File: src/sv/tsrb_pkg.sv
package tsrb_pkg;

    localparam int MAX_ENTRIES_DEF = 16;
    localparam int STAMP_W         = 32;
    localparam int HANDLE_W        = 16;
    localparam int HOLD_DEPTH_W    = 4;
    localparam int PADDR_W         = 3;
    localparam int PDATA_W         = 32;

    localparam logic [HOLD_DEPTH_W-1:0] HOLD_DEPTH_RST = 4'd4;

    // command codes
    localparam logic CMD_PUSH  = 1'b0;
    localparam logic CMD_FLUSH = 1'b1;

    // register index (paddr word bit)
    localparam logic REG_HOLD_DEPTH = 1'b0;

    // controller -> datapath
    typedef struct packed {
        logic capture;   // latch input word, walk position = count
        logic rd_walk;   // read entry just below the next walk position
        logic shift;     // move read entry up one slot, step walk down
        logic insert;    // write new entry at walk position, count up
        logic rd_head;   // read earliest entry
        logic emit;      // load output register from read entry, drop head
    } cmd_t;

    // datapath -> controller
    typedef struct packed {
        logic is_flush;
        logic count_zero;
        logic pos_one;
        logic walk_gt;
        logic overflow;
        logic out_free;
        logic last_entry;
    } stat_t;

endpackage

File: src/sv/tsrb_ctrl.sv
module tsrb_ctrl
    import tsrb_pkg::*;
(
    input  logic  clk,
    input  logic  rst_n,
    input  logic  in_valid,
    output logic  in_ready,
    input  stat_t stat,
    output cmd_t  cmd
);

    typedef enum logic [5:0] {
        S_IDLE     = 6'b000001,
        S_DISPATCH = 6'b000010,
        S_WALK     = 6'b000100,
        S_INSERT   = 6'b001000,
        S_HEAD     = 6'b010000,
        S_EMIT     = 6'b100000
    } state_t;

    state_t state_reg;
    state_t state_next;

    assign in_ready = (state_reg == S_IDLE);

    always_comb
    begin
        state_next = state_reg;
        cmd        = '0;
        unique case (state_reg)
            S_IDLE:
            begin
                if (in_valid)
                begin
                    cmd.capture = 1'b1;
                    state_next  = S_DISPATCH;
                end
            end
            S_DISPATCH:
            begin
                if (stat.is_flush)
                begin
                    state_next = stat.count_zero ? S_IDLE : S_HEAD;
                end
                else if (stat.count_zero)
                begin
                    state_next = S_INSERT;
                end
                else
                begin
                    cmd.rd_walk = 1'b1;
                    state_next  = S_WALK;
                end
            end
            S_WALK:
            begin
                // read data holds the entry below the walk position
                if (stat.walk_gt)
                begin
                    cmd.shift = 1'b1;
                    if (stat.pos_one)
                    begin
                        state_next = S_INSERT;
                    end
                    else
                    begin
                        cmd.rd_walk = 1'b1;
                    end
                end
                else
                begin
                    state_next = S_INSERT;
                end
            end
            S_INSERT:
            begin
                cmd.insert = 1'b1;
                state_next = stat.overflow ? S_HEAD : S_IDLE;
            end
            S_HEAD:
            begin
                cmd.rd_head = 1'b1;
                state_next  = S_EMIT;
            end
            S_EMIT:
            begin
                if (stat.out_free)
                begin
                    cmd.emit = 1'b1;
                    if (stat.is_flush && !stat.last_entry)
                    begin
                        state_next = S_HEAD;
                    end
                    else
                    begin
                        state_next = S_IDLE;
                    end
                end
            end
            default:
            begin
                state_next = S_IDLE;
            end
        endcase
    end

    always_ff @(posedge clk or negedge rst_n)
    begin
        if (!rst_n)
        begin
            state_reg <= S_IDLE;
        end
        else
        begin
            state_reg <= state_next;
        end
    end

endmodule

File: src/sv/tsrb_dpath.sv
module tsrb_dpath
    import tsrb_pkg::*;
#(
    parameter int MAX_ENTRIES = MAX_ENTRIES_DEF
)
(
    input  logic                    clk,
    input  logic                    rst_n,
    input  cmd_t                    cmd,
    output stat_t                   stat,
    input  logic [HOLD_DEPTH_W-1:0] hold_depth,
    input  logic                    command,
    input  logic [STAMP_W-1:0]      arrival_stamp,
    input  logic [HANDLE_W-1:0]     packet_handle,
    output logic                    out_valid,
    input  logic                    out_ready,
    output logic [HANDLE_W-1:0]     out_handle,
    output logic [STAMP_W-1:0]      out_stamp,
    output logic                    last_of_run
);

    localparam int AW = (MAX_ENTRIES > 1) ? $clog2(MAX_ENTRIES) : 1;
    localparam int DW = (AW > HOLD_DEPTH_W) ? AW : HOLD_DEPTH_W;
    localparam logic [AW:0]   MAX_W    = (AW+1)'(MAX_ENTRIES);
    localparam logic [AW-1:0] LAST_IDX = AW'(MAX_ENTRIES - 1);
    localparam logic [DW-1:0] CAP_W    = DW'(MAX_ENTRIES - 1);

    typedef struct packed {
        logic [STAMP_W-1:0]  stamp;
        logic [HANDLE_W-1:0] handle;
    } entry_t;

    entry_t mem [MAX_ENTRIES];

    logic                flush_reg;
    logic [STAMP_W-1:0]  stamp_reg;
    logic [HANDLE_W-1:0] handle_reg;
    logic [AW-1:0]       pos_reg;
    logic [AW-1:0]       pos_next;
    logic [AW-1:0]       count_reg;
    logic [AW-1:0]       head_reg;
    entry_t              rd_reg;
    logic                out_valid_reg;
    logic [HANDLE_W-1:0] out_handle_reg;
    logic [STAMP_W-1:0]  out_stamp_reg;
    logic                last_reg;

    logic                re;
    logic [AW-1:0]       raddr;
    logic                we;
    logic [AW-1:0]       waddr;
    entry_t              wdata;
    logic [DW-1:0]       depth_eff;
    logic                out_free;

    // circular index: head plus offset, wrapped once
    function automatic logic [AW-1:0] phys(input logic [AW-1:0] h, input logic [AW-1:0] o);
        logic [AW:0] s;
        s = {1'b0, h} + {1'b0, o};
        if (s >= MAX_W)
        begin
            s = s - MAX_W;
        end
        return s[AW-1:0];
    endfunction

    assign pos_next = cmd.shift ? pos_reg - AW'(1) : pos_reg;
    assign re       = cmd.rd_walk | cmd.rd_head;
    assign raddr    = cmd.rd_head ? head_reg : phys(head_reg, pos_next - AW'(1));
    assign we       = cmd.shift | cmd.insert;
    assign waddr    = phys(head_reg, pos_reg);
    assign wdata    = cmd.shift ? rd_reg : entry_t'{stamp: stamp_reg, handle: handle_reg};

    assign depth_eff = (DW'(hold_depth) > CAP_W) ? CAP_W : DW'(hold_depth);
    assign out_free  = !out_valid_reg || out_ready;

    assign stat.is_flush   = flush_reg;
    assign stat.count_zero = (count_reg == '0);
    assign stat.pos_one    = (pos_reg == AW'(1));
    assign stat.walk_gt    = (rd_reg.stamp > stamp_reg);
    assign stat.overflow   = (DW'(count_reg) >= depth_eff);
    assign stat.out_free   = out_free;
    assign stat.last_entry = (count_reg == AW'(1));

    always_ff @(posedge clk)
    begin
        if (we)
        begin
            mem[waddr] <= wdata;
        end
        if (re)
        begin
            rd_reg <= mem[raddr];
        end
    end

    always_ff @(posedge clk)
    begin
        if (cmd.capture)
        begin
            flush_reg  <= (command == CMD_FLUSH);
            stamp_reg  <= arrival_stamp;
            handle_reg <= packet_handle;
        end
        if (cmd.emit)
        begin
            out_handle_reg <= rd_reg.handle;
            out_stamp_reg  <= rd_reg.stamp;
            last_reg       <= flush_reg ? (count_reg == AW'(1)) : 1'b1;
        end
    end

    always_ff @(posedge clk or negedge rst_n)
    begin
        if (!rst_n)
        begin
            pos_reg       <= '0;
            count_reg     <= '0;
            head_reg      <= '0;
            out_valid_reg <= 1'b0;
        end
        else
        begin
            if (cmd.capture)
            begin
                pos_reg <= count_reg;
            end
            else
            begin
                pos_reg <= pos_next;
            end

            if (cmd.insert)
            begin
                count_reg <= count_reg + AW'(1);
            end
            else if (cmd.emit)
            begin
                count_reg <= count_reg - AW'(1);
            end

            if (cmd.emit)
            begin
                head_reg <= (head_reg == LAST_IDX) ? '0 : head_reg + AW'(1);
            end

            if (cmd.emit)
            begin
                out_valid_reg <= 1'b1;
            end
            else if (out_ready)
            begin
                out_valid_reg <= 1'b0;
            end
        end
    end

    assign out_valid   = out_valid_reg;
    assign out_handle  = out_handle_reg;
    assign out_stamp   = out_stamp_reg;
    assign last_of_run = last_reg;

endmodule

File: src/sv/timestamp_reorder_buffer.sv
// channel   signals                                        direction
// -------   ---------------------------------------------  ---------
// input     in_valid/in_ready: command, arrival_stamp,     in
//           packet_handle
// output    out_valid/out_ready: out_handle, out_stamp,    out
//           last_of_run
// config    APB: psel, penable, pwrite, paddr, pwdata,     in/out
//           prdata, pready; hold_depth at byte address 0
//
// One word at a time. A push insertion-sorts its word, comparing held entries
// from the newest down (entry memory with one read and one write port, one
// compare a cycle), and releases the earliest entry if the count had reached
// hold_depth (capped at MAX_ENTRIES - 1). A flush releases every held entry.
// Reset clears the entry count, head pointer and state; entry memory is not
// cleared. A stalled output register holds the release step until it drains.
module timestamp_reorder_buffer
    import tsrb_pkg::*;
#(
    parameter int MAX_ENTRIES = MAX_ENTRIES_DEF
)
(
    input  logic                clk,
    input  logic                rst_n,
    input  logic                in_valid,
    output logic                in_ready,
    input  logic                command,
    input  logic [STAMP_W-1:0]  arrival_stamp,
    input  logic [HANDLE_W-1:0] packet_handle,
    output logic                out_valid,
    input  logic                out_ready,
    output logic [HANDLE_W-1:0] out_handle,
    output logic [STAMP_W-1:0]  out_stamp,
    output logic                last_of_run,
    input  logic                psel,
    input  logic                penable,
    input  logic                pwrite,
    input  logic [PADDR_W-1:0]  paddr,
    input  logic [PDATA_W-1:0]  pwdata,
    output logic [PDATA_W-1:0]  prdata,
    output logic                pready
);

    cmd_t  cmd;
    stat_t stat;

    logic [HOLD_DEPTH_W-1:0] hold_depth_reg;
    logic                    reg_sel;

    assign pready  = 1'b1;
    assign reg_sel = (paddr[2] == REG_HOLD_DEPTH);

    always_ff @(posedge clk or negedge rst_n)
    begin
        if (!rst_n)
        begin
            hold_depth_reg <= HOLD_DEPTH_RST;
        end
        else if (psel && penable && pwrite && reg_sel)
        begin
            hold_depth_reg <= pwdata[HOLD_DEPTH_W-1:0];
        end
    end

    assign prdata = reg_sel ? PDATA_W'(hold_depth_reg) : '0;

    tsrb_ctrl u_ctrl (
        .clk      (clk),
        .rst_n    (rst_n),
        .in_valid (in_valid),
        .in_ready (in_ready),
        .stat     (stat),
        .cmd      (cmd)
    );

    tsrb_dpath #(
        .MAX_ENTRIES (MAX_ENTRIES)
    ) u_dpath (
        .clk           (clk),
        .rst_n         (rst_n),
        .cmd           (cmd),
        .stat          (stat),
        .hold_depth    (hold_depth_reg),
        .command       (command),
        .arrival_stamp (arrival_stamp),
        .packet_handle (packet_handle),
        .out_valid     (out_valid),
        .out_ready     (out_ready),
        .out_handle    (out_handle),
        .out_stamp     (out_stamp),
        .last_of_run   (last_of_run)
    );

endmodule
File: config.mk
export PLATFORM = sky130hd
export DESIGN_NAME = timestamp_reorder_buffer
export DESIGN_NICKNAME = d
export VERILOG_FILES = /design/src/sv/tsrb_pkg.sv /design/src/sv/tsrb_ctrl.sv /design/src/sv/tsrb_dpath.sv /design/src/sv/timestamp_reorder_buffer.sv
export SDC_FILE = /design/constraint.sdc
export NUM_CORES = 1
export LEC_CHECK = 0
export BUFFER_PORTS_ARGS = -buffer_cell sky130_fd_sc_hd__buf_2
export CAP_MARGIN = 25
export CORE_UTILIZATION = 45
export DETAILED_ROUTE_END_ITERATION = 8
export GPL_TIMING_DRIVEN = 0
export PLACE_DENSITY = 0.63
export SLEW_MARGIN = 30
export SYNTH_ARGS = -nofsm -noshare
export SYNTH_HDL_FRONTEND = slang
export SYNTH_HIERARCHICAL = 1
export SYNTH_SLANG_ARGS = --single-unit
File: constraint.sdc
create_clock -name clk -period 5.7 [get_ports clk]
set_clock_uncertainty 0.15 [all_clocks]
set_input_delay 1.14 -clock clk [delete_from_list [all_inputs] [get_ports clk]]
set_output_delay 1.14 -clock clk [all_outputs]
set_load 0.01 [all_outputs]
Word-level counts from Yosys, hierarchy flattened
Memories as Yosys holds them, arrays and structs flattened. A register that Yosys moved wholly into a read port is not among the register bits.
Index checks and enable logic that the tools add are counted.
Widths: inputs -> output; s select.
Operators by class
  $add $sub $neg: 9
  order comparisons: 5
  equality and inequality tests: 12
  muxes and demuxes: 37
  bitwise operators: 3
  reductions and logical operators: 11
Operators by type and width (number)
  $mux 48: 1
  $mux 4: 11
  $pmux 6 s6: 1
  $gt 32x32->1: 1
  $mux 6: 5
  $sub 4x1->4 const B: 5
  $mux 5: 3
  $mux 1: 14
  $add 4x4->5: 2
  $ge 5x5->1 const B: 2
  $add 4x1->4 const B: 2
  $eq 4x1->1 const B: 2
  $eq 6x1->1 const B: 1
  $eq 6x2->1 const B: 1
  $eq 6x3->1 const B: 1
  $eq 6x4->1 const B: 1
  $eq 6x5->1 const B: 1
  $eq 6x6->1 const B: 1
  $eq 4x4->1 const B: 1
  $ge 4x4->1: 1
  $gt 4x4->1 const B: 1
  $logic_and 1x1->1: 4
  $logic_not 4->1: 1
  $reduce_bool 2->1: 2
  10 further kinds: 12
Word-level totals
  register bits: 121
  memory bits (writable): 768
  input port bits: 91
  output and inout port bits: 84
  logic and storage cells: 90
  memories kept: 1
Memory list
  u_dpath.mem: depth 16, width 48, read ports 1, clocked after memory_dff 1, wr ports 1, RTL line tsrb_dpath.sv:33  | entry_t mem [MAX_ENTRIES];

Depth between registers and ports, before layout
  word-level depth: 10
  gate-level depth with buffers: 24
  gate-level depth less buffers: 21

Hierarchy
The synthesis kept the hierarchy.
By module, submodules not included
  tsrb_dpath: times used 1, cells an instance 2404, area an instance 36955.4 µm², sequential area each 27771.6 µm²
  tsrb_ctrl: times used 1, cells an instance 44, area an instance 436.7 µm², sequential area each 151.4 µm²
  timestamp_reorder_buffer: times used 1, cells an instance 44, area an instance 430.4 µm², sequential area each 101.3 µm²

Worst setup path after synthesis
Ideal clock, no wire load.
  path kind: register to register
  start point: register, netlist name u_dpath/rd_reg[41]
  end point: register, netlist name u_dpath/rd_reg[27]
  setup time: 272 ps
  arrival time: 5012 ps
  data required time: 5278 ps
  path slack: 266 ps
  stages on the path, launching flop included: 19
  buffers on the path: 4
  period minus slack after synthesis: 5434 ps
  path through: edfxtp_1 -> ha_1 -> a21o_1 -> a21o_1 -> a21o_1 -> a21o_1 -> a2111oi_0 -> o22ai_1 -> nand3_1 -> inv_1 -> clkbuf_1 -> clkbuf_1 -> xnor2_1 -> ha_1 -> fa_1 -> mux2i_1 -> buf_1 -> buf_2 -> mux4_2

==> flow_summary_export.csv <==
group,metric,value,unit
critical_path,crit_start,"u_dpath/stamp_reg[25]",
timing,fin_crit_sh,0.9851,
timing,maxSlewViolCount,0,
synth,syn_area_per_cell,15.18,sq um
placed_design,dp_hpwl,66.29,mm
critical_path,cp_data_required_time,5.93,ns
min_path,hold_class,"register to register",
route,antenna_left,0,
timing,finalHoldViolCount,0,
clock_tree,cts_tree,"done",
finish,area_delta_synth_final,22.75,%
die,rows,105,
finish,fin_cells,3977,
synth,ys_ff_latch,937,
critical_path,critPathBufInv,8,
synth,synth_edf_count,914,
synth,synth.distinct_cells,66,
die,initial_utilization,0.4577,
clock_tree,cts_buffers,95,
timing,fin_crit,5.615,ns
synth,yosys_warnings,6,
status,outcome,"finished, final reports clean",
finish,drive_gt1_frac,0.2491,
critical_path,slowest_delay,0.51,ns
die,dieArea,85210,sq um
critical_path,r2r-start,"u_dpath/stamp_reg[25]",
critical_path,critical_path_class,"register to register",
critical_path,start_kind,"register",
route,drt_iter0_markers,2503,
grt,grt_util_all_layers,0.2395,
clock_tree,clock_latency,0.66,ns
clock_tree,htree_levels,3,
die,coreArea,82640,sq um
die,die_h,291.9,microns
synth,synth-seq-area-share,0.7409,
synth,synth-async-reset-ratio,0.02455,
placed_design,place_inst,3763,
grt,grt_pass1_wl,149.8,mm
critical_path,slowest_stage,"mux4_2",
placed_design,postPlaceCellArea,41380,sq um
route,dr.pass1.iters,8,
critical_path,critPathCaptureType,"register",
finish,largest_reg_flops,768,
timing,whs,0.2966,ns
timing,setup_viol_count_final,0,
timing,rsz0062_at_grt,"true",
timing,max_slew_margin,0.2914,
grt,grt_max_degree,33,
critical_path,crit_top_cell,"a21o_1",
synth,syn_inst,2492,
route,wl,103.9,mm
placed_design,place_congestion,0.8269,
clock_tree,clkTransAtPathRegs,0.06,ns
timing,max_freq,178.1,MHz
finish,antenna_cells,0,
clock_tree,hold_buffers,0,
grt,grt_pass1_vias,23040,
synth,synth-main-ff-cell,"edfxtp_1",
min_path,hold_start,"u_dpath/rd_reg[5]",
grt,grt_overflow_total,0,
route,wl_per_cell,26.13,microns
clock_tree,cts_sinks,937,
clock_tree,cts_buffer_depth,3,
critical_path,crit_arrival,5.85,ns
timing,worstMarginPinSlew,1.056,ns
route,drc,0,
placed_design,numPortBuffers,115,
finish,finalNetCount,2975,
grt,antenna_found_initial,2,
route,via_count,23270,
critical_path,crit_family,"compound AO/OA/AOI/OAI gates",
route,viasPerCell,5.851,
die,io_pins,175,
flow_run,max_cap_viol_count,0,
critical_path,crit_fanout,5,
synth,syn_area,37820,sq um
clock_tree,cts-root-buf,"clkbuf_16",
die,fp.dieW,291.9,microns
finish,final_area,46430,sq um
[cell type report]
| class | instances | area (sq um) |
|---|---|---|
| multi-input cells | 1356 | 9897 |
| fillers | 6190 | 36210 |
| clock buffers | 113 | 2530 |
| well taps | 1070 | 1339 |
| clock inverters | 58 | 479.2 |
| repair buffers | 215 | 2410 |
| inverters | 49 | 188.9 |
| plain buffers | 179 | 1558 |
| flip-flops and latches | 937 | 28020 |
[worst reg2reg max path: cells and delay by family, from the launching register on]
kind	cells	cell delay [ns]
AOI/OAI and AO/OA	9	1.73
xor gates and xnor gates	2	0.41
adders and majority gates	3	0.81
buffers and inverters	8	1.09
DFF	1	0.38
muxes	1	0.51
and+or+nand+nor	2	0.25
[Yosys cell counts (all sizes together) (24+ instances only)]
cell type,number,area [sq um]
edfxtp,914,27450
nand2,432,1622
and2,195,1220
a211oi,193,1454
a31oi,193,1207
clkbuf,113,424.2
buf,66,420.4
ha,49,613.1
inv,49,183.9
mux4,48,1081
o21ai,40,200.2
nor2,24,90.09
[cell usage in the layout, fill, tap and decap left out, types with 13 or more instances in the layout]
cell type	instances
clkbuf_16	124
buf_6	13
mux4_2	48
clkinv_1	21
a31oi_2	13
nor2_4	17
a211oi_2	67
a211oi_1	122
conb_1	29
a21o_1	14
clkinv_2	22
a31oi_1	176
o21ai_2	20
clkbuf_8	19
buf_2	145
o21ai_1	14
and2_1	184
ha_1	43
nand2_1	432
clkbuf_1	70
dfrtp_1	21
inv_1	42
buf_4	57
clkbuf_2	15
buf_16	42
edfxtp_1	914
mux2_2	22
[cell families (layout without fill, tap and decap cells)]
kind of cell / after synthesis / in the layout / share of synthesized area
other: 2 / 29 / 0.0001986
AND/OR/NAND/NOR: 706 / 706 / 0.08816
adder cells (fa/ha/maj): 51 / 51 / 0.01727
XOR/XNOR: 18 / 18 / 0.004168
flip-flops: 937 / 937 / 0.7409
buffers and inverters: 228 / 614 / 0.02719
AO/OA/AOI/OAI: 474 / 476 / 0.08535
multiplexers: 76 / 76 / 0.03672
[timing repair]
| item | CTS | global route |
|---|---|---|
| pin swaps | 14 | 14 |
| resized for setup | 263 | 65 |
| cloned | 12 | 11 |
| setup endpoints to repair | 48 | 48 |
| buffers inserted | 12 | 8 |
[through the flow]
stage / worst slack [ns] / TNS [ns] / util
3_5_place_dp: -2.528 / -114.88 / 0.5007
2_1_floorplan: 0.2662 / 0 / -
5_1_grt: -0.03005 / -0.2096 / 0.5618
3_3_place_gp: -4.118 / -3520.05 / 0.4821
4_1_cts: -0.01855 / -0.1285 / 0.5554
6_report: 0.08518 / 0 / 0.5618
[path summary, 6_finish.rpt]
| check | to | slack (ns) | depth (start not counted) |
|---|---|---|---|
| min reg2reg | u_dpath/out_handle[5] | 0.30 | 0 |
| max | u_dpath/rd_reg[24] | 0.09 | 25 |
| min in group asynchronous | u_ctrl/state_reg[1] | 0.32 | 1 |
| max in group asynchronous | hold_depth_reg[2] | 4.71 | 1 |
| max reg2reg | u_dpath/rd_reg[24] | 0.09 | 25 |
| min | u_dpath/out_handle[5] | 0.30 | 0 |
[layer usage]
metal,track usage,wire (microns),share of wire,vias up
met2,0.3965,50700,0.49,1147
met5,0,0,0,-
li1,-,-,-,10140
met4,0.07869,2825,0.027,0
met1,0.3223,41470,0.40,11810
met3,0.04019,8908,0.086,170
Power is left out: the tool's default activity adds up to more than one toggle a clock period on the data nets, which glitch-free logic cannot reach.
